File: config.mk
export PLATFORM = sky130hd
export DESIGN_NAME = button_set_clock_with_segment_digits_unit
export DESIGN_NICKNAME = d
export VERILOG_FILES = /design/src/hdl/bscsd_pkg.sv /design/src/hdl/button_set_clock_with_segment_digits_unit.sv
export SDC_FILE = /design/constraint.sdc
export NUM_CORES = 1
export LEC_CHECK = 0
export ABC_CLOCK_PERIOD_IN_PS = 4510
export BUFFER_PORTS_ARGS = -buffer_cell sky130_fd_sc_hd__buf_2
export CORE_AREA = 4 4 114 116
export CTS_CLUSTER_SIZE = 24
export DETAILED_ROUTE_END_ITERATION = 10
export DIE_AREA = 0 0 118 120
export PLACE_DENSITY = 0.76
export SETUP_SLACK_MARGIN = 0.02
export SLEW_MARGIN = 40
export SYNTH_ARGS = -nofsm -noshare
export SYNTH_HDL_FRONTEND = slang
export SYNTH_SLANG_ARGS = --single-unit
File: constraint.sdc
create_clock -name clk -period 4.51 [get_ports clk]
set_clock_uncertainty 0.15 [all_clocks]
set_input_delay 0.451 -clock clk [delete_from_list [all_inputs] [get_ports clk]]
set_output_delay 0.451 -clock clk [all_outputs]
set_load 0.03 [all_outputs]
File: src/hdl/bscsd_pkg.sv
// ----------------------------------------------------------------------------
// bscsd_pkg
// Shared types, constants and digit helpers of the two-button 24-hour clock.
// ----------------------------------------------------------------------------
package bscsd_pkg;

	localparam int unsigned HourW    = 5;
	localparam int unsigned MinuteW  = 6;
	localparam int unsigned SecondW  = 6;
	localparam int unsigned SubtickW = 8;
	localparam int unsigned SegW     = 8;

	localparam logic [HourW-1:0]    MaxHour          = 5'd23;
	localparam logic [MinuteW-1:0]  MaxMinute        = 6'd59;
	localparam logic [SecondW-1:0]  MaxSecond        = 6'd59;
	localparam logic [SubtickW-1:0] DefaultSubticks  = 8'd60;

	// register byte addresses
	localparam int unsigned PaddrW = 3;
	localparam logic [PaddrW-1:0] AddrSubticks = 3'd0;

	// stream widths
	localparam int unsigned InDataW  = 24;
	localparam int unsigned InUserW  = 2;
	localparam int unsigned OutDataW = 56;

	// output tdata field positions
	localparam int unsigned ColonBit   = 32;
	localparam int unsigned FieldLsb   = 33;
	localparam int unsigned HourLsb    = 35;
	localparam int unsigned MinuteLsb  = 40;
	localparam int unsigned SecondLsb  = 46;

	typedef enum logic [1:0] {
		OP_TICK   = 2'd0,
		OP_BUTTON = 2'd1,
		OP_SET    = 2'd2
	} opcode_t;

	typedef enum logic [1:0] {
		SEL_NONE   = 2'd0,
		SEL_HOUR   = 2'd1,
		SEL_MINUTE = 2'd2
	} sel_field_t;

	// segment a at bit 0 through g at bit 6, dp never lit
	function automatic logic [SegW-1:0] seg_pattern(input logic [3:0] digit);
		logic [SegW-1:0] pat;
		unique case (digit)
			4'd0:    pat = 8'h3F;
			4'd1:    pat = 8'h06;
			4'd2:    pat = 8'h5B;
			4'd3:    pat = 8'h4F;
			4'd4:    pat = 8'h66;
			4'd5:    pat = 8'h6D;
			4'd6:    pat = 8'h7D;
			4'd7:    pat = 8'h07;
			4'd8:    pat = 8'h7F;
			4'd9:    pat = 8'h6F;
			default: pat = 8'h00;
		endcase
		return pat;
	endfunction

	// tens digit of a value below 64 by comparison
	function automatic logic [2:0] tens_of(input logic [5:0] value);
		logic [2:0] t;
		if (value >= 6'd60) begin
			t = 3'd6;
		end else if (value >= 6'd50) begin
			t = 3'd5;
		end else if (value >= 6'd40) begin
			t = 3'd4;
		end else if (value >= 6'd30) begin
			t = 3'd3;
		end else if (value >= 6'd20) begin
			t = 3'd2;
		end else if (value >= 6'd10) begin
			t = 3'd1;
		end else begin
			t = 3'd0;
		end
		return t;
	endfunction

	function automatic logic [3:0] ones_of(input logic [5:0] value);
		logic [2:0] t;
		logic [6:0] tens_x10;
		t = tens_of(value);
		tens_x10 = {1'b0, t, 3'b000} + {3'b000, t, 1'b0};
		return 4'(value - tens_x10[5:0]);
	endfunction

endpackage

File: src/hdl/button_set_clock_with_segment_digits_unit.sv
// ----------------------------------------------------------------------------
// button_set_clock_with_segment_digits_unit
// 24-hour clock with two-button setting and a four-digit seven-segment view.
// ----------------------------------------------------------------------------
// Every input transfer (tick, button sample or set time) yields one result
// transfer. The time state and the output register are both loaded at the edge
// that takes the item, so the result shows in the following cycle and the block
// takes one item per clock; the only limit is the single output register, which
// accepts a new item whenever it is empty or being drained in the same cycle.
// The user writes subticks_per_second (byte address 0) over the APB port only
// while no item is in flight; the block does not check. Zero behaves like one.
module button_set_clock_with_segment_digits_unit (
	input  logic                               clk,
	input  logic                               arst_n,
	// APB configuration
	input  logic                               psel,
	input  logic                               penable,
	input  logic                               pwrite,
	input  logic [bscsd_pkg::PaddrW-1:0]       paddr,
	input  logic [31:0]                        pwdata,
	output logic [31:0]                        prdata,
	output logic                               pready,
	// input stream
	input  logic                               s_tvalid,
	output logic                               s_tready,
	// mode_pressed[0], increment_pressed[1], load_hour[6:2],
	// load_minute[12:7], load_second[18:13], zero fill [23:19]
	input  logic [bscsd_pkg::InDataW-1:0]      s_tdata,
	// opcode[1:0]
	input  logic [bscsd_pkg::InUserW-1:0]      s_tuser,
	// result stream
	output logic                               m_tvalid,
	input  logic                               m_tready,
	// hour_tens_segments[7:0], hour_ones_segments[15:8],
	// minute_tens_segments[23:16], minute_ones_segments[31:24], colon_on[32],
	// setting_field[34:33], hour_now[39:35], minute_now[45:40],
	// second_now[51:46], zero fill [55:52]
	output logic [bscsd_pkg::OutDataW-1:0]     m_tdata
);

	logic [bscsd_pkg::SubtickW-1:0] spsec_q;
	logic [bscsd_pkg::HourW-1:0]    hour_q,    hour_d;
	logic [bscsd_pkg::MinuteW-1:0]  minute_q,  minute_d;
	logic [bscsd_pkg::SecondW-1:0]  second_q,  second_d;
	logic [bscsd_pkg::SubtickW-1:0] subtick_q, subtick_d;
	bscsd_pkg::sel_field_t          sel_q,     sel_d;

	logic                           out_valid_q;
	logic [bscsd_pkg::OutDataW-1:0] out_data_q;
	logic [bscsd_pkg::OutDataW-1:0] out_data_d;

	logic                           accept;
	logic                           cfg_wr;
	logic                           mode_pressed;
	logic                           increment_pressed;
	logic [bscsd_pkg::HourW-1:0]    load_hour;
	logic [bscsd_pkg::MinuteW-1:0]  load_minute;
	logic [bscsd_pkg::SecondW-1:0]  load_second;
	logic [bscsd_pkg::SubtickW:0]   subtick_inc;
	logic [5:0]                     hour_ext;
	logic                           colon;

	assign mode_pressed      = s_tdata[0];
	assign increment_pressed = s_tdata[1];
	assign load_hour         = s_tdata[6:2];
	assign load_minute       = s_tdata[12:7];
	assign load_second       = s_tdata[18:13];

	// ---- configuration ----
	assign pready = 1'b1;
	assign cfg_wr = psel && penable && pwrite && pready && (paddr[2] == 1'b0);
	assign prdata = (paddr[2] == 1'b0) ? {24'd0, spsec_q} : 32'd0;

	always_ff @(posedge clk or negedge arst_n) begin
		if (!arst_n) begin
			spsec_q <= bscsd_pkg::DefaultSubticks;
		end else if (cfg_wr) begin
			spsec_q <= pwdata[bscsd_pkg::SubtickW-1:0];
		end
	end

	// ---- handshake ----
	assign s_tready = !out_valid_q || m_tready;
	assign accept   = s_tvalid && s_tready;
	assign m_tvalid = out_valid_q;
	assign m_tdata  = out_data_q;

	// ---- next time state ----
	assign subtick_inc = {1'b0, subtick_q} + 9'd1;

	always_comb begin
		hour_d    = hour_q;
		minute_d  = minute_q;
		second_d  = second_q;
		subtick_d = subtick_q;
		sel_d     = sel_q;
		unique case (bscsd_pkg::opcode_t'(s_tuser))
			bscsd_pkg::OP_TICK: begin
				if (subtick_inc >= {1'b0, spsec_q}) begin
					subtick_d = '0;
					if (second_q == bscsd_pkg::MaxSecond) begin
						second_d = '0;
						if (minute_q == bscsd_pkg::MaxMinute) begin
							minute_d = '0;
							hour_d = (hour_q == bscsd_pkg::MaxHour) ? '0 : hour_q + 5'd1;
						end else begin
							minute_d = minute_q + 6'd1;
						end
					end else begin
						second_d = second_q + 6'd1;
					end
				end else begin
					subtick_d = subtick_inc[bscsd_pkg::SubtickW-1:0];
				end
			end
			bscsd_pkg::OP_BUTTON: begin
				if (mode_pressed || increment_pressed) begin
					priority if (sel_q == bscsd_pkg::SEL_NONE) begin
						hour_d    = '0;
						minute_d  = '0;
						second_d  = '0;
						subtick_d = '0;
						sel_d     = bscsd_pkg::SEL_HOUR;
					end else if (mode_pressed && sel_q == bscsd_pkg::SEL_HOUR) begin
						sel_d = bscsd_pkg::SEL_MINUTE;
					end else if (increment_pressed) begin
						// increment wraps the selected field and restarts the second
						if (sel_q == bscsd_pkg::SEL_HOUR) begin
							hour_d = (hour_q == bscsd_pkg::MaxHour) ? '0 : hour_q + 5'd1;
						end else begin
							minute_d = (minute_q == bscsd_pkg::MaxMinute) ? '0
							         : minute_q + 6'd1;
						end
						second_d  = '0;
						subtick_d = '0;
					end else begin
						sel_d = bscsd_pkg::SEL_NONE;
					end
				end
			end
			bscsd_pkg::OP_SET: begin
				hour_d   = (load_hour > bscsd_pkg::MaxHour) ? bscsd_pkg::MaxHour : load_hour;
				minute_d = (load_minute > bscsd_pkg::MaxMinute) ? bscsd_pkg::MaxMinute
				         : load_minute;
				second_d = (load_second > bscsd_pkg::MaxSecond) ? bscsd_pkg::MaxSecond
				         : load_second;
			end
			default: begin
			end
		endcase
	end

	// ---- result word ----
	assign hour_ext = {1'b0, hour_d};
	assign colon    = second_d[0] && (sel_d == bscsd_pkg::SEL_NONE);

	always_comb begin
		out_data_d = '0;
		out_data_d[7:0]   = bscsd_pkg::seg_pattern({1'b0, bscsd_pkg::tens_of(hour_ext)});
		out_data_d[15:8]  = bscsd_pkg::seg_pattern(bscsd_pkg::ones_of(hour_ext));
		out_data_d[23:16] = bscsd_pkg::seg_pattern({1'b0, bscsd_pkg::tens_of(minute_d)});
		out_data_d[31:24] = bscsd_pkg::seg_pattern(bscsd_pkg::ones_of(minute_d));
		out_data_d[bscsd_pkg::ColonBit]                   = colon;
		out_data_d[bscsd_pkg::FieldLsb +: 2]              = sel_d;
		out_data_d[bscsd_pkg::HourLsb +: bscsd_pkg::HourW]     = hour_d;
		out_data_d[bscsd_pkg::MinuteLsb +: bscsd_pkg::MinuteW] = minute_d;
		out_data_d[bscsd_pkg::SecondLsb +: bscsd_pkg::SecondW] = second_d;
	end

	// ---- registers ----
	always_ff @(posedge clk or negedge arst_n) begin
		if (!arst_n) begin
			hour_q    <= '0;
			minute_q  <= '0;
			second_q  <= '0;
			subtick_q <= '0;
			sel_q     <= bscsd_pkg::SEL_NONE;
		end else if (accept) begin
			hour_q    <= hour_d;
			minute_q  <= minute_d;
			second_q  <= second_d;
			subtick_q <= subtick_d;
			sel_q     <= sel_d;
		end
	end

	always_ff @(posedge clk or negedge arst_n) begin
		if (!arst_n) begin
			out_valid_q <= 1'b0;
		end else if (s_tready) begin
			out_valid_q <= s_tvalid;
		end
	end

	always_ff @(posedge clk) begin
		if (accept) begin
			out_data_q <= out_data_d;
		end
	end

endmodule

==> out/metrics.json <==
{
  "global_route_wire_length_before_repair_um": 24550,
  "detailroute.via_count": 5212,
  "final_setup_violation_count": 2,
  "timing_worst_slew_pin_value_ns": 0.6477,
  "cp_slowest_stage_delay_ns": 0.44,
  "globalplace.congestion": 0.9434,
  "report.final.hold_viol_count": 0,
  "post-route-drc-count": 0,
  "clock_sinks": 82,
  "asyncSetResetFlopFracSynth_pct": 43.90,
  "postRouteWirelength_um": 16150,
  "synth_largest_type_area_fraction_pct": 24.33,
  "final_nets": 871,
  "slew_viol_final": 0,
  "start_util_pct": 47.67,
  "core.rowCount": 40,
  "clkPwrFrac_pct": 21.8,
  "cellInternalPower_w": 0.002462,
  "detailedPlacementHpwl_um": 10280,
  "fmaxAchievable_mhz": 220.7,
  "failing_checks": "setup timing",
  "hold_class": "in2reg",
  "worstSetupPathType": "reg2reg",
  "dpl_cell_area_mm2": 0.006559,
  "grt_start_max_net_pins": 37,
  "power.sequential.fraction_pct": 27.9,
  "fin_area_mm2": 0.007675,
  "drt_iter0_markers": 427,
  "grt_remaining_overflow": 0,
  "synthesized_area_per_cell_um2": 9.354,
  "path_buf_inv": 6,
  "critical-path-top-delay-family": "compound AO/OA/AOI/OAI gates",
  "most_frequent_cell_after_synthesis": "sky130_fd_sc_hd__nand2_1",
  "cp_slowest_cell": "sky130_fd_sc_hd__dfrtp_2",
  "dominantRegCellSynth": "sky130_fd_sc_hd__edfxtp_1",
  "areaGrowthSynthToFinish_pct": 35.17,
  "die_width_um": 118,
  "total_leakage_power_nw": 3.370,
  "synth_enable_flop_cells": 46,
  "yosys_warnings": 0,
  "synth.top_cells.by_count": "62 x sky130_fd_sc_hd__nand2_1, 53 x sky130_fd_sc_hd__nor2_1, 53 x sky130_fd_sc_hd__o21ai_0, 46 x sky130_fd_sc_hd__edfxtp_1, 39 x sky130_fd_sc_hd__inv_1",
  "synth.top_cells.by_area": "sky130_fd_sc_hd__edfxtp_1 24%, sky130_fd_sc_hd__dfrtp_1 14%, sky130_fd_sc_hd__ha_1 7.9%",
  "timing.critical_path.cells": "ha_4, buf_4, xor2_1, ha_1, o221ai_2, nor2_4, a211o_4, buf_4, a211oi_1, o32a_2, buf_6, buf_4, inv_1, ha_1, xnor2_1, inv_1, ha_4, a21oi_2, mux2i_2",
  "synth_top_area_cell": "sky130_fd_sc_hd__edfxtp_1",
  "postLayoutSetupSlackWorst_ns": -0.02141,
  "power.ir.vdd_worst_v": 0.0002455,
  "grt_setup_unrepaired": "yes",
  "antenna_left": 0,
  "switching_share_pct": 39.15,
  "io_pins": 159,
  "grt_pass1_vias": 5132,
  "path_clk_slew_ns": 0.06,
  "cellPowerDensity_mw_per_mm2": 527.3,
  "clock_latency_on_the_worst_skew_pair_ns": 0.35,
  "worst_setup_slack_post_dpl_ns": -0.2633,
  "drtPass1Iterations": 5,
  "antenna_cells_inserted": 0,
  "cells_after_dpl": 873,
  "finalWorstPathRequiredPeriod_ns": 4.531,
  "floorplan_core_area_mm2": 0.01191,
  "fp.dieH_um": 120,
  "avgViaCountPerCell": 5.671,
  "total_routing_usage_gr_pct": 21.29,
  "stdcell_count": 919,
  "clockRootBuffer": "sky130_fd_sc_hd__clkbuf_16",
  "post_synth_inst_count": 607,
  "critical_path_arrival_ns": 4.48,
  "worst_path_most_repeated_cell": "sky130_fd_sc_hd__buf_4",
  "p_switching_w": 0.001584,
  "end_kind": "flip-flop",
  "required_time_reported_for_the_critical_path_endpoint_ns": 4.45,
  "clock_path_buffers": 2,
  "cts_tree": "yes",
  "number_of_buffers_added_by_the_clock_tree_synthesis_step": 9,
  "run_status": "finished with violations",
  "synthesis.area_mm2": 0.005678,
  "startpoint_type": "flip-flop",
  "ys_ff_latch": 82,
  "slew-limit-headroom_pct": 56.82,
  "post-layout-total-power_w": 0.004047,
  "maxCapViolations": 0,
  "port-buffer-count": 93,
  "wl_per_cell_um": 17.57,
  "design.die.area_mm2": 0.01416,
  "grt_antenna_before_repair": 0,
  "synth_seq_area_share_pct": 40.28,
  "ctsHtreeMaxLevel": 3,
  "path_max_fanout": 5,
  "post_route_cells_drive_above_1_share_pct": 40.41,
  "fraction_of_power_consumed_by_combinational_cells_pct": 50.3,
  "timing.final.crit_share_pct": 100.5,
  "totalNegativeSetupSlack_ns": -0.02168,
  "yosysUniqueCellTypes": 75
}
## stage by stage
stage,util [%],hold WS (ns)
2_1_floorplan,-,0.005409
5_1_grt,64.43,0.1662
4_1_cts,61.39,0.07878
3_5_place_dp,55.06,0.3427
6_report,64.43,0.1611
3_3_place_gp,55.06,0.3406
## placed cells by master, fill, tap and decap left out, types with 5 or more instances in the layout
| cell type | synthesis | layout |
|---|---|---|
| sky130_fd_sc_hd__nor2_2 | 1 | 8 |
| sky130_fd_sc_hd__nor3_1 | 9 | 7 |
| sky130_fd_sc_hd__mux2_2 | 16 | 15 |
| sky130_fd_sc_hd__o21ai_0 | 53 | 47 |
| sky130_fd_sc_hd__ha_4 | 0 | 11 |
| sky130_fd_sc_hd__nand2_2 | 0 | 6 |
| sky130_fd_sc_hd__a21oi_1 | 35 | 26 |
| sky130_fd_sc_hd__clkbuf_16 | 0 | 10 |
| sky130_fd_sc_hd__buf_4 | 35 | 73 |
| sky130_fd_sc_hd__nand3_1 | 21 | 19 |
| sky130_fd_sc_hd__edfxtp_1 | 46 | 46 |
| sky130_fd_sc_hd__dfrtp_1 | 32 | 31 |
| sky130_fd_sc_hd__conb_1 | 2 | 34 |
| sky130_fd_sc_hd__nand2b_1 | 5 | 5 |
| sky130_fd_sc_hd__a32o_1 | 6 | 5 |
| sky130_fd_sc_hd__buf_2 | 8 | 92 |
| sky130_fd_sc_hd__o211ai_1 | 6 | 6 |
| sky130_fd_sc_hd__mux2i_1 | 16 | 13 |
| sky130_fd_sc_hd__and2_1 | 5 | 5 |
| sky130_fd_sc_hd__nor2_1 | 53 | 38 |
| sky130_fd_sc_hd__buf_6 | 0 | 8 |
| sky130_fd_sc_hd__nand4_1 | 5 | 5 |
| sky130_fd_sc_hd__inv_1 | 39 | 32 |
| sky130_fd_sc_hd__nor2_4 | 0 | 8 |
| sky130_fd_sc_hd__inv_2 | 0 | 6 |
| sky130_fd_sc_hd__ha_1 | 36 | 22 |
| sky130_fd_sc_hd__a21oi_2 | 0 | 8 |
| sky130_fd_sc_hd__nand2_1 | 62 | 55 |
## path summary, 6_finish.rpt
kind                              start           end  slack (ns)  cells after the start
setup / recovery           subtick_q[1]   m_tdata[27]       -0.02                     19
max in group asynchronous        arst_n  subtick_q[1]        3.39                      2
hold reg to reg              spsec_q[7]    spsec_q[7]        0.37                      1
setup reg to reg           subtick_q[1]   m_tdata[27]       -0.02                     19
min in group asynchronous        arst_n    spsec_q[7]        0.46                      2
hold / removal                 s_tvalid      m_tvalid        0.16                      2
## per-layer routing
| metal | up-vias | wire (um) | GRT usage, % |
|---|---|---|---|
| met2 | 217 | 8063 | 37.12 |
| met5 | - | 0 | 0 |
| met3 | 47 | 889 | 3.110 |
| met4 | 0 | 571 | 10.70 |
| met1 | 2510 | 6621 | 25.73 |
| li1 | 2438 | - | - |
## registers in the layout, indices dropped and copies added, names as in the netlist
register,flops
sel_q,2
hour_q,5
subtick_q,8
minute_q,6
spsec_q,8
m_tvalid,1
second_q,6
m_tdata,46
## area by class of cell
cell class	instances	area, um^2
fillers	892	4237
clock inverters	6	111.4
inverters	42	162.7
flip-flops and latches	82	2288
multi-input cells	457	3550
repair buffers	175	1129
clock buffers	10	250.2
well taps	147	183.9
## cell families (layout without fill, tap and decap cells)
group | Yosys count | count (layout) | synth area share (%)
mux | 33 | 33 | 6.258
other cells | 2 | 34 | 0.1323
flops | 82 | 82 | 40.28
simple gates | 180 | 180 | 14.52
xor+xnor | 15 | 15 | 2.909
compound gates | 159 | 159 | 18.82
fa+ha+maj | 36 | 36 | 7.933
buf+inv | 100 | 233 | 9.145
## what timing repair did
item                                    in CTS  in global routing
endpoints found under the setup margin      14                 17
buffers inserted                            20                 10
hold buffers                                 0                  1
hold endpoints to repair                     0                 32
pin swaps                                   23                 31
resized for setup                           42                 71
cloned                                       1                  0
## power by group through the flow
stage / sequential (W) / clock, W / combinational, W
2_1_floorplan: 0.00129 / 0 / 0.000997
3_5_place_dp: 0.00113 / 0 / 0.00161
4_1_cts: 0.00112 / 0.000889 / 0.00179
5_1_grt: 0.00115 / 0.000922 / 0.00220
6_report: 0.00113 / 0.000882 / 0.00203
3_3_place_gp: 0.00113 / 0 / 0.00155
No activity file was read; power rests on OpenSTA's default activity.
